**src/rtl/assert_macros.svh**
```systemverilog
// ----------------------------------------------------------------------------
// assert_macros.svh
// Assertion macros; empty when SYNTH is defined.
// ----------------------------------------------------------------------------
`ifndef ASSERT_MACROS_SVH
`define ASSERT_MACROS_SVH

`ifndef SYNTH
`define ASSERT_IMP(lbl, c, r, a, b) \
  lbl: assert property (@(posedge c) disable iff (r) (a) |-> (b)) \
    else $error("assertion failed");
`define ASSERT_NXT(lbl, c, r, a, b) \
  lbl: assert property (@(posedge c) disable iff (r) (a) |=> (b)) \
    else $error("assertion failed");
`else
`define ASSERT_IMP(lbl, c, r, a, b)
`define ASSERT_NXT(lbl, c, r, a, b)
`endif

`endif

```
**src/rtl/ppfp_pkg.sv**
```systemverilog
// ----------------------------------------------------------------------------
// ppfp_pkg
// Types and constants of the point frame parser.
// ----------------------------------------------------------------------------
`default_nettype none

package ppfp_pkg;

  localparam logic [7:0] SYNC_FIRST  = 8'hAA;
  localparam logic [7:0] SYNC_SECOND = 8'h55;
  localparam logic [7:0] POINT_TYPE  = 8'h01;
  localparam logic [7:0] POINT_LEN   = 8'h08;

  localparam logic STATUS_OK  = 1'b0;
  localparam logic STATUS_BAD = 1'b1;

  typedef enum logic [6:0] {
    PH_HUNT1   = 7'b0000001,
    PH_HUNT2   = 7'b0000010,
    PH_TYPE    = 7'b0000100,
    PH_LEN     = 7'b0001000,
    PH_SKIP    = 7'b0010000,
    PH_PAYLOAD = 7'b0100000,
    PH_CHECK   = 7'b1000000
  } ppfp_phase_t;

  typedef struct packed {
    logic       valid;
    logic [7:0] data;
  } ppfp_beat_t;

  typedef struct packed {
    logic               status;
    logic signed [31:0] radius_nm;
    logic signed [31:0] angle_udeg;
  } ppfp_result_t;

endpackage

`default_nettype wire

```
**src/rtl/ppfp_in_stage.sv**
```systemverilog
// ----------------------------------------------------------------------------
// ppfp_in_stage
// Input register for received bytes.
// ----------------------------------------------------------------------------
`default_nettype none

module ppfp_in_stage
  import ppfp_pkg::*;
(
  input  wire logic       clk,
  input  wire logic       rst,
  input  wire logic       in_valid,
  output logic            in_ready,
  input  wire logic [7:0] rx_byte,
  input  wire logic       consume,
  output ppfp_beat_t      beat
);

  logic       held;
  logic [7:0] data;

  assign in_ready   = !held || consume;
  assign beat.valid = held;
  assign beat.data  = data;

  always_ff @(posedge clk) begin
    if (rst) begin
      held <= 1'b0;
    end else if (in_valid && in_ready) begin
      held <= 1'b1;
    end else if (consume) begin
      held <= 1'b0;
    end
  end

  always_ff @(posedge clk) begin
    if (in_valid && in_ready) begin
      data <= rx_byte;
    end
  end

endmodule

`default_nettype wire

```
**src/rtl/ppfp_parser.sv**
```systemverilog
// ----------------------------------------------------------------------------
// ppfp_parser
// Frame state machine: sync hunt, header, skip, payload and check.
// ----------------------------------------------------------------------------
`default_nettype none

module ppfp_parser
  import ppfp_pkg::*;
(
  input  wire logic        clk,
  input  wire logic        rst,
  input  wire ppfp_beat_t  beat,
  input  wire logic        room,
  output logic             consume,
  output logic             res_valid,
  output ppfp_result_t     res
);

  ppfp_phase_t phase, phase_next;
  logic [8:0]  skip_count, skip_count_next, skip_dec;
  logic [63:0] payload_shift, payload_shift_next;
  logic [7:0]  running_xor, running_xor_next;
  logic [2:0]  byte_index, byte_index_next;

  assign consume   = beat.valid && ((phase != PH_CHECK) || room);
  assign res_valid = beat.valid && (phase == PH_CHECK);
  assign skip_dec  = (skip_count != 9'd0) ? skip_count - 9'd1 : skip_count;

  always_comb begin
    phase_next         = phase;
    skip_count_next    = skip_count;
    payload_shift_next = payload_shift;
    running_xor_next   = running_xor;
    byte_index_next    = byte_index;
    res                = '0;
    unique case (phase)
      PH_HUNT2: begin
        phase_next = (beat.data == SYNC_SECOND) ? PH_TYPE : PH_HUNT1;
      end
      PH_TYPE: begin
        running_xor_next = beat.data;
        phase_next       = PH_LEN;
      end
      PH_LEN: begin
        if (running_xor == POINT_TYPE && beat.data == POINT_LEN) begin
          running_xor_next   = running_xor ^ beat.data;
          payload_shift_next = '0;
          byte_index_next    = 3'd0;
          phase_next         = PH_PAYLOAD;
        end else begin
          skip_count_next = {1'b0, beat.data} + 9'd1;
          phase_next      = PH_SKIP;
        end
      end
      PH_SKIP: begin
        skip_count_next = skip_dec;
        if (skip_dec == 9'd0) begin
          phase_next = PH_HUNT1;
        end
      end
      PH_PAYLOAD: begin
        for (int k = 0; k < 8; k++) begin
          if (byte_index == 3'(k)) begin
            payload_shift_next[8*k +: 8] = payload_shift[8*k +: 8] | beat.data;
          end
        end
        running_xor_next = running_xor ^ beat.data;
        if (byte_index == 3'd7) begin
          byte_index_next = 3'd0;
          phase_next      = PH_CHECK;
        end else begin
          byte_index_next = byte_index + 3'd1;
        end
      end
      PH_CHECK: begin
        if (beat.data == running_xor) begin
          res.status     = STATUS_OK;
          res.radius_nm  = payload_shift[31:0];
          res.angle_udeg = payload_shift[63:32];
        end else begin
          res.status = STATUS_BAD;
        end
        phase_next = PH_HUNT1;
      end
      default: begin
        phase_next = (beat.data == SYNC_FIRST) ? PH_HUNT2 : PH_HUNT1;
      end
    endcase
  end

  always_ff @(posedge clk) begin
    if (rst) begin
      phase <= PH_HUNT1;
    end else if (consume) begin
      phase <= phase_next;
    end
  end

  always_ff @(posedge clk) begin
    if (consume) begin
      skip_count    <= skip_count_next;
      payload_shift <= payload_shift_next;
      running_xor   <= running_xor_next;
      byte_index    <= byte_index_next;
    end
  end

endmodule

`default_nettype wire

```
**src/rtl/ppfp_out_stage.sv**
```systemverilog
// ----------------------------------------------------------------------------
// ppfp_out_stage
// Result register toward the output channel.
// ----------------------------------------------------------------------------
`default_nettype none

module ppfp_out_stage
  import ppfp_pkg::*;
(
  input  wire logic          clk,
  input  wire logic          rst,
  input  wire logic          res_valid,
  input  wire ppfp_result_t  res,
  output logic               room,
  output logic               out_valid,
  input  wire logic          out_ready,
  output logic               status,
  output logic signed [31:0] radius_nm,
  output logic signed [31:0] angle_udeg
);

  logic load;

  assign room = !out_valid || out_ready;
  assign load = res_valid && room;

  always_ff @(posedge clk) begin
    if (rst) begin
      out_valid <= 1'b0;
    end else if (load) begin
      out_valid <= 1'b1;
    end else if (out_ready) begin
      out_valid <= 1'b0;
    end
  end

  always_ff @(posedge clk) begin
    if (load) begin
      status     <= res.status;
      radius_nm  <= res.radius_nm;
      angle_udeg <= res.angle_udeg;
    end
  end

endmodule

`default_nettype wire

```
**src/rtl/polar_point_frame_parser_top.sv**
```systemverilog
// ----------------------------------------------------------------------------
// polar_point_frame_parser_top
// Framed point-packet parser for a received byte stream.
// ----------------------------------------------------------------------------
// Takes one byte per cycle. A byte is registered, parsed in the following
// cycle and a result, when the check byte of a point frame completes,
// appears in the result register in the cycle after the parser consumes that
// check byte. The only stall comes from the result register: a waiting check
// byte holds the input while an earlier result has not been taken.
`default_nettype none
`include "assert_macros.svh"

module polar_point_frame_parser_top
  import ppfp_pkg::*;
(
  input  wire logic          clk,
  input  wire logic          rst,
  input  wire logic          in_valid,
  output logic               in_ready,
  input  wire logic [7:0]    rx_byte,
  output logic               out_valid,
  input  wire logic          out_ready,
  output logic               status,
  output logic signed [31:0] radius_nm,
  output logic signed [31:0] angle_udeg
);

  ppfp_beat_t   beat;
  ppfp_result_t res;
  logic         consume;
  logic         res_valid;
  logic         room;

  ppfp_in_stage u_in (
    .clk      (clk),
    .rst      (rst),
    .in_valid (in_valid),
    .in_ready (in_ready),
    .rx_byte  (rx_byte),
    .consume  (consume),
    .beat     (beat)
  );

  ppfp_parser u_parse (
    .clk       (clk),
    .rst       (rst),
    .beat      (beat),
    .room      (room),
    .consume   (consume),
    .res_valid (res_valid),
    .res       (res)
  );

  ppfp_out_stage u_out (
    .clk        (clk),
    .rst        (rst),
    .res_valid  (res_valid),
    .res        (res),
    .room       (room),
    .out_valid  (out_valid),
    .out_ready  (out_ready),
    .status     (status),
    .radius_nm  (radius_nm),
    .angle_udeg (angle_udeg)
  );

  `ASSERT_IMP(a_bad_zero, clk, rst, out_valid && status == STATUS_BAD, radius_nm == 32'sd0 && angle_udeg == 32'sd0)
  `ASSERT_IMP(a_ready_free, clk, rst, !out_valid, in_ready)
  `ASSERT_IMP(a_res_src, clk, rst, $rose(out_valid), $past(consume && res_valid))
  `ASSERT_NXT(a_beat_hold, clk, rst, beat.valid && !consume, beat.valid)

endmodule

`default_nettype wire

```
**config.mk**
```make
export PLATFORM = sky130hd
export DESIGN_NAME = polar_point_frame_parser_top
export DESIGN_NICKNAME = d
export VERILOG_FILES = /design/src/rtl/ppfp_pkg.sv /design/src/rtl/ppfp_in_stage.sv /design/src/rtl/ppfp_parser.sv /design/src/rtl/ppfp_out_stage.sv /design/src/rtl/polar_point_frame_parser_top.sv
export VERILOG_INCLUDE_DIRS = /design/src /design/src/rtl
export SDC_FILE = /design/constraint.sdc
export NUM_CORES = 1
export LEC_CHECK = 0
export BUFFER_PORTS_ARGS = -buffer_cell sky130_fd_sc_hd__buf_2
export CAP_MARGIN = 20
export CORE_MARGIN = 2
export CORE_UTILIZATION = 50
export DETAILED_ROUTE_END_ITERATION = 7
export PLACE_DENSITY = 0.68
export SLEW_MARGIN = 0
export SYNTH_ARGS = -nofsm -noshare
export SYNTH_HDL_FRONTEND = slang
export SYNTH_HIERARCHICAL = 1
export SYNTH_SLANG_ARGS = --single-unit
```
**constraint.sdc**
```tcl
create_clock -name clk -period 2.5 [get_ports clk]
set_input_delay 0.25 -clock clk [delete_from_list [all_inputs] [get_ports clk]]
set_output_delay 0.25 -clock clk [all_outputs]
set_load 0.02 [all_outputs]
```
Word-level counts from Yosys, hierarchy flattened
Cells that the tools add are included.
- register bits after elaboration: 166
- input bits: 12
- output and inout port bits: 67
- add/sub/neg operators: 3
- eq/ne operators: 30
- multiplexer cells: 29
- bitwise gates (word level): 9
- reductions and logical operators: 31
- operators with widths (cell ; number):
    one-hot mux 64 bit (2 select lines) ; 1
    2-to-1 mux 8 bit ; 9
    2-to-1 mux 64 bit ; 1
    bitwise OR 8 bit ; 8
    one-hot mux 7 bit (6 select lines) ; 1
    AND reduction 4 bit ; 8
    one-hot mux 8 bit (3 select lines) ; 1
    != test 2 x 1 -> 1 bit (second input constant) ; 10
    2-to-1 mux 9 bit ; 2
    one-hot mux 9 bit (2 select lines) ; 1
    2-to-1 mux 7 bit ; 2
    equality test 3 bit (second input constant) ; 4
    AND reduction 3 bit ; 4
    adder 8 x 1 -> 9 bit (second input constant) ; 1
    zero test 9 bit ; 1
    2-to-1 mux 3 bit ; 3
    nonzero test 9 bit ; 1
    subtractor 9 x 1 -> 9 bit (second input constant) ; 1
    equality test 8 x 1 -> 1 bit (second input constant) ; 1
    equality test 8 x 4 -> 1 bit (second input constant) ; 1
    equality test 8 x 7 -> 1 bit (second input constant) ; 1
    equality test 8 bit ; 1
    equality test 8 bit (second input constant) ; 1
    nonzero test 2 bit ; 4
    22 further kinds ; 34

Logic depth before layout (Yosys ltp)
Gate-level depths: netlist of the first run.
- depth after elaboration: 7
- gate-level depth with buffers: 10
- mapped depth without buffers: 8

Hierarchy
The synthesis of the first run kept the hierarchy.
- by module, submodules not included (module ; times used ; cells each ; area an instance (um^2)):
    ppfp_parser ; 1 ; 522 ; 5022.3
    ppfp_out_stage ; 1 ; 70 ; 2006.9
    ppfp_in_stage ; 1 ; 14 ; 302.8

Worst setup path before layout of the first run
OpenSTA, ideal clock, no wires.
- path type: register -> register
- start point: register u_parse.skip_count[0]
- end point: register u_parse.phase[0]
- setup time: 0.072 ns
- arrival time: 2.464 ns
- data required time: 2.428 ns
- path slack: -0.035 ns
- cell stages (with the launch flop): 11
- path buffers: 2
- cells stage by stage: edfxtp_1 > inv_1 > ha_1 > or4b_1 > buf_2 > or3_1 > a41o_1 > and4_4 > buf_6 > nor2_8 > mux2i_1
- word-level cells in the longest chain between the ends: 5
- elaborated cells between the ends (all ways): 6
- classes of those cells: add/sub (1); eq/ne (1); mux (1); reduce/logical (3)
- RTL lines (item ; line ; text):
    start, declared ; ppfp_parser.sv:20 ; logic [8:0] skip_count, skip_count_next, skip_dec;
    start signal, assigned ; ppfp_parser.sv:101 ; skip_count <= skip_count_next;
    subtractor 9 x 1 -> 9 bit or nonzero test 9 bit (tied branches) ; ppfp_parser.sv:27 ; assign skip_dec = (skip_count != 9'd0) ? skip_count - 9'd1 : skip_count;
    2-to-1 mux 9 bit * ; ppfp_parser.sv:27 ;
    zero test 9 bit * ; ppfp_parser.sv:57 ; if (skip_dec == 9'd0) begin
    != test 2 x 1 -> 1 bit (no source line) * ; n/a ;
    AND reduction 3 bit (no source line) * ; n/a ;
    end signal, assigned ; ppfp_parser.sv:95 ; phase <= phase_next;
    end, declared ; ppfp_parser.sv:19 ; ppfp_phase_t phase, phase_next;
Mark *: on every way between the ends. The rest lies on a longest branch, timed or not.
A chain may end at the register's enable or synchronous reset.

Final worst setup path of the first run
- start point: register u_parse.skip_count[1]
- end point: register u_parse.phase[0]
The elaborated chain is that of the path after synthesis.

==> results of run 1 <==
per-layer routing:
metal	track usage	part of all wire	routed length [um]
met3	0.0509	0.079	1160
met2	0.299	0.48	7060
met1	0.263	0.43	6330
met5	0	0	0
met4	0.0641	0.013	199
per-stage QoR:
stage,hold WS (ns),cells,power (W),setup TNS [ns]
after floorplan,0.312,606,0.00317,0
after global placement,0.426,861,0.00322,0
after detailed placement,0.429,861,0.00322,-0.0410
after CTS,0.0513,901,0.00596,0
after global routing,0.0591,904,0.00607,-0.0159
final,0.0700,904,0.00590,0
cells by family (layout without fill, tap and decap cells):
group,after synthesis,count (layout),synth area share
AND/OR/NAND/NOR,307,307,0.208
AO/OA/AOI/OAI,39,39,0.0377
buffers and inverters,51,165,0.0290
adder cells (fa/ha/maj),11,11,0.0188
XOR/XNOR,27,27,0.0323
flip-flops,166,166,0.668
multiplexers,5,5,0.00683
where the power goes:
part | leakage (nW) | switching, W | internal [W] | total, W
clock | 0.306 | 0.00105 | 0.00168 | 0.00273
sequential | 1.25 | 0.00000650 | 0.00301 | 0.00302
combinational | 1.48 | 0.0000923 | 0.0000592 | 0.000152
total | 3.04 | 0.00115 | 0.00475 | 0.00590
area by class of cell:
cell class                 instances  area, um^2
inverter                          17        63.8
multi-input combinational        389        2290
clock inverter                    15         203
sequential                       166        4890
tap                              184         230
fill                            1147        5590
clock buffer                      17         425
timing repair buffer             116         733
critical path: stages (launching register included):
cell and delay [ns]:
edfxtp_1 0.40, inv_2 0.09, ha_4 0.16, or4b_4 0.50, or3_1 0.38, a41o_1 0.24, and4_4 0.21, nor2_8 0.16
mux2i_1 0.19
synthesized netlist by cell type (6+ instances only):
master,count,area share
a21oi_1,12,0.0082
nor2_1,156,0.080
nand2b_1,6,0.0051
nand2_1,20,0.010
ha_1,11,0.019
o21ai_1,6,0.0041
nand3_1,6,0.0041
xnor2_1,23,0.027
nor3_1,13,0.0089
and2_1,66,0.056
edfxtp_1,157,0.64
inv_1,16,0.0082
dfxtp_1,9,0.025
clkbuf_1,26,0.013
sequential cells by signal (all words and copies together), names as in the netlist:
signal	cells
u_parse/byte_index	3
u_out/radius_nm	32
u_in/held	1
u_out/out_valid	1
u_parse/skip_count	9
u_out/angle_udeg	32
u_parse/running_xor	8
u_out/status	1
u_parse/payload_shift	64
u_in/data	8
u_parse/phase	7
how the worst max path moves through the flow:
stage,end,slack (ns),cells past startpoint
final,u_parse/phase[0]$_SDFFE_PP1P_,0.09,8
after global routing,u_parse/phase[0]$_SDFFE_PP1P_,-0.008,9
after CTS,u_parse/phase[0]$_SDFFE_PP1P_,0.06,8
after detailed placement,u_parse/phase[6]$_SDFFE_PP0P_,-0.02,8
after global placement,u_parse/phase[3]$_SDFFE_PP0P_,0.11,8
after floorplan,u_parse/phase[0]$_SDFFE_PP1P_,0.02,10
what timing repair did:
action                                  in CTS  in global routing
resized for setup                            1                 12
endpoints found under the setup margin       5                 68
buffers inserted                             0                  2
pin swaps                                    0                  2
hold endpoints to repair                     8                  0
hold buffers                                 8                  0
==> results.cfg, run 1 <==
[detailed_routing]
vias = 4836
drc = 0
routed_wl_um = 14800
first_pass_iters = 5
postRouteAntennaNets = 0
drtIter0Drc = 343
avgRoutedWirePerCell_um = 16.3
routed_via_density = 5.35

[placed_design]
post-place-ws_ns = -0.0170
port_buffers = 78
gp_congestion = 0.891
place_area_mm2 = 0.00807
dpl.hpwl_um = 9690

[finish]
final_common_cell = edfxtp_1
nNetsFinal = 730
fin_util = 0.613
antennaDiodeCount = 0
final_cell_mix = edfxtp_1 (157), nor2_1 (148), buf_2 (78), and2_1 (66), buf_4 (26)
syn_to_final_growth_pct = 20.5
final_layout_size_suffix_gt1_frac = 0.228
stdcell_area_mm2 = 0.00884

[global_routing]
antenna_found_initial = 0
grt_pass1_wl_um = 23400
grt_max_degree = 65
gr-total-overflow = 0
track_usage = 0.191
grt_pass1_vias = 4601

[power]
pwr_density_cell_mw_per_mm2 = 668
vdd_drop_max_v = 0.000439
p_leak_nw = 3.04

[synthesis]
postSynthCellCount = 606
synth_area_mm2 = 0.00733
avgSynthCellArea_um2 = 12.1
ys_warn_count = 6
synth-seq-cells = 166
synth_fp_nets = 629
synth_cell_types = 51
synth_edf_count = 157
ys.flop_type = edfxtp_1
async_reset_ff_frac = 0
ys_seq_area_frac = 0.668

[floorplanning]
die_area_mm2 = 0.0156
io_pins = 79
die_x_um = 125
fp-row-count = 44
die_y_um = 125
start_util = 0.508
core_mm2 = 0.0144

[cts]
root_buffer = clkbuf_16
htree_num_levels = 4
numCtsBuffers = 17
cts_tree = done
clk_pin_slew_ns = 0.06
clock_latency_ns = 0.43
cts_sinks = 166
cts_buffer_depth = 2

[critical_path]
startpoint = u_parse/skip_count[1]$_DFFE_PP_
arrival_ns = 2.78
r2r-end = u_parse/phase[0]$_SDFFE_PP1P_
critPathMaxFanout = 7
endpoint_kind = flip-flop
crit_required_ns = 2.86
setup.worst_path.class = reg2reg
r2r_start = u_parse/skip_count[1]$_DFFE_PP_
worst_setup_path_start_kind = flip-flop
r2r_cells = 8
reg2reg_slack_ns = 0.09

[hold_path]
hold_end = u_in/held$_SDFFE_PP0P_
hold_class = in2reg
hp-start = in_valid
hold_path_depth = 3

[sta]
period_needed_ns = 2.41
hold_violations = 0
setup_slack_ns = 0.0858
clock.fmax_mhz = 414
finalCritPeriodShare = 0.966
setup_viol = 0
drv_slew = 0
worst_pin_slew_ns = 0.516
finalClockSkew_ns = 0.0151
slew_headroom = 0.653

[outcome]
status = finished, final reports clean

[flow_run]
drv_cap = 0
(Power assumes the default switching activity.)
==> run 2: changes to the inputs <==
SYNTH_HIERARCHICAL = unset   (was 1)
==> run 2 against run 1 <==
Cell count shrank 2.0%. Core utilization grew 0.14 points. Synthesized area shrank 1.8%. Final area shrank 2.8%. Die area shrank 1.8%. Worst hold slack gained 0.022 ns. Combinational power grew 39%. Highest routed layer unchanged.
==> results.cfg, run 2 <==
[power]
p_leak_nw = 3.07
pwr_density_cell_mw_per_mm2 = 666
power_w = 0.00572
vdd_drop_max_v = 0.000420

[sta]
setup_viol = 0
drv_slew = 0
tns_ns = 0
clock.fmax_mhz = 431
rsz0062_at_grt = yes
period_needed_ns = 2.32
worst_pin_slew_ns = 0.512
slew_headroom = 0.656
finalClockSkew_ns = 0.00911
setup_slack_ns = 0.179
finalCritPeriodShare = 0.928
hold_violations = 0

[placed_design]
dpl.hpwl_um = 9240
gp_congestion = 0.874
post-place-ws_ns = 0.0207
port_buffers = 78

[synthesis]
synthMostInstantiatedCell = nor2_1
postSynthCellCount = 595
synth_top_family_by_area = simple AND/OR/NAND/NOR gates
synth_fa_ha_area_frac = 0.0191
ys_warn_count = 0
synthTopCellsByArea = edfxtp_1 (66%), nor2_1 (8.6%), and2_1 (5.7%)
synth_edf_count = 157
synth-compound-area-share = 0.0322
ys_seq_area_frac = 0.680
synth_cell_types = 50
synth_top_cells_by_count = nor2_1 (165), edfxtp_1 (157), and2_1 (66)
avgSynthCellArea_um2 = 12.1
synthSimpleGateAreaFrac = 0.213
synthXorXnorAreaFrac = 0.0304
async_reset_ff_frac = 0
muxShareOfSynthArea = 0.00435
yosysTopAreaCellShare = 0.655
synth_fp_nets = 618
synth_top_area_cell = edfxtp_1
synth_area_mm2 = 0.00720
ys.flop_type = edfxtp_1
synth-seq-cells = 166

[hold_path]
hold_class = in2reg

[floorplanning]
io_pins = 79
die_y_um = 124
fp-row-count = 43
core_mm2 = 0.0140
die_area_mm2 = 0.0154
die_x_um = 124
start_util = 0.514

[critical_path]
setup.worst_path.class = reg2reg
crit_required_ns = 2.81
endpoint_kind = flip-flop
path_cells = or3_1, o31a_1, nor4b_2, nand3_1, a21oi_2, mux2_1
arrival_ns = 2.63
slowest_delay_ns = 0.51
slowest_stage = or3_1
worst_setup_path_start_kind = flip-flop
critPathMaxFanout = 7

[cts]
clock_latency_ns = 0.42
numCtsBuffers = 17
cts_sinks = 166
cts_buffer_depth = 2
cts_tree = done
htree_num_levels = 4
post_cts_buffers = 0
clk_pin_slew_ns = 0.06
root_buffer = clkbuf_16

[detailed_routing]
vias = 4660
routed_wl_um = 14200
drtIter0Drc = 371
postRouteAntennaNets = 0
first_pass_iters = 5
routed_via_density = 5.26
drc = 0
avgRoutedWirePerCell_um = 16.0

[finish]
top_regs = u_parse.payload_shift x64, u_out.angle_udeg x32, u_out.radius_nm x32
syn_to_final_growth_pct = 19.3
final_layout_size_suffix_gt1_frac = 0.211
nNetsFinal = 717
antennaDiodeCount = 0
top_register = u_parse.payload_shift
fin_util = 0.614
final_cell_mix = nor2_1 (157), edfxtp_1 (157), buf_2 (78), and2_1 (66)
largest_reg_flops = 64

[global_routing]
antenna_found_initial = 0
track_usage = 0.199
grt_pass1_vias = 4516
gr-total-overflow = 0
grt_pass1_wl_um = 22900
grt_max_degree = 65

[outcome]
status = finished, final reports clean

[flow_run]
drv_cap = 0
-- run 2: through the flow --
step	instance area, um^2	hold slack [ns]	cells
after floorplan	7210	0.349	595
after global placement	7920	0.427	847
after detailed placement	7920	0.428	847
after CTS	8560	0.0814	886
after global routing	8590	0.0997	886
final	8590	0.0922	886
-- run 2: what timing repair did --
item / CTS / global route
gates resized for setup: 0 / 8
hold buffers: 8 / 0
endpoints found under the setup margin: 0 / 64
hold endpoints to repair: 8 / 0
-- run 2: worst max-delay path, delay by kind of cell, from the launching register on --
family / cells / cell delay (ns)
simple gates: 3 / 0.93
mux: 1 / 0.33
flops: 1 / 0.46
compound gates: 2 / 0.48
-- run 2: cells by family after synthesis --
family | count (synthesis)
XOR/XNOR | 25
flip-flops | 166
buffers and inverters | 40
adder cells (fa/ha/maj) | 11
multiplexers | 3
AO/OA/AOI/OAI | 36
AND/OR/NAND/NOR | 314
-- run 2: layout make-up --
class	count	area, um^2
Tap cell	180	225
Sequential cell	166	4890
Inverter	10	37.5
Multi-Input combinational cell	389	2200
Fill cell	1109	5400
Clock inverter	13	131
Timing Repair Buffer	110	676
Clock buffer	18	429
-- run 2: where the power goes --
part	leakage (nW)	internal, W	total [W]	switching (W)
Clock	0.278	0.00146	0.00248	0.00103
Combinational	1.26	0.0000830	0.000212	0.000129
Sequential	1.53	0.00302	0.00302	0.00000699
-- run 2: metal layers --
layer / track usage / wire, um / up-vias / part of all wire
li1: - / - / 2256 / -
met1: 0.264 / 6210 / 2230 / 0.44
met2: 0.319 / 6830 / 149 / 0.48
met3: 0.0435 / 790 / 25 / 0.056
met4: 0.0829 / 321 / 0 / 0.023
met5: 0 / 0 / - / 0
-- run 2: final timing paths --
kind	from	to	slack (ns)	cells after the start
max	u_parse.skip_count[2]$_DFFE_PP_	u_parse.phase[4]$_SDFFE_PP0P_	0.18	6
min	in_valid	u_in.held$_SDFFE_PP0P_	0.09	3
max reg2reg	u_parse.skip_count[2]$_DFFE_PP_	u_parse.phase[4]$_SDFFE_PP0P_	0.18	6
min reg2reg	u_parse.payload_shift[3]$_SDFFCE_PN0P_	u_out.radius_nm[3]$_SDFFCE_PN0P_	0.55	1
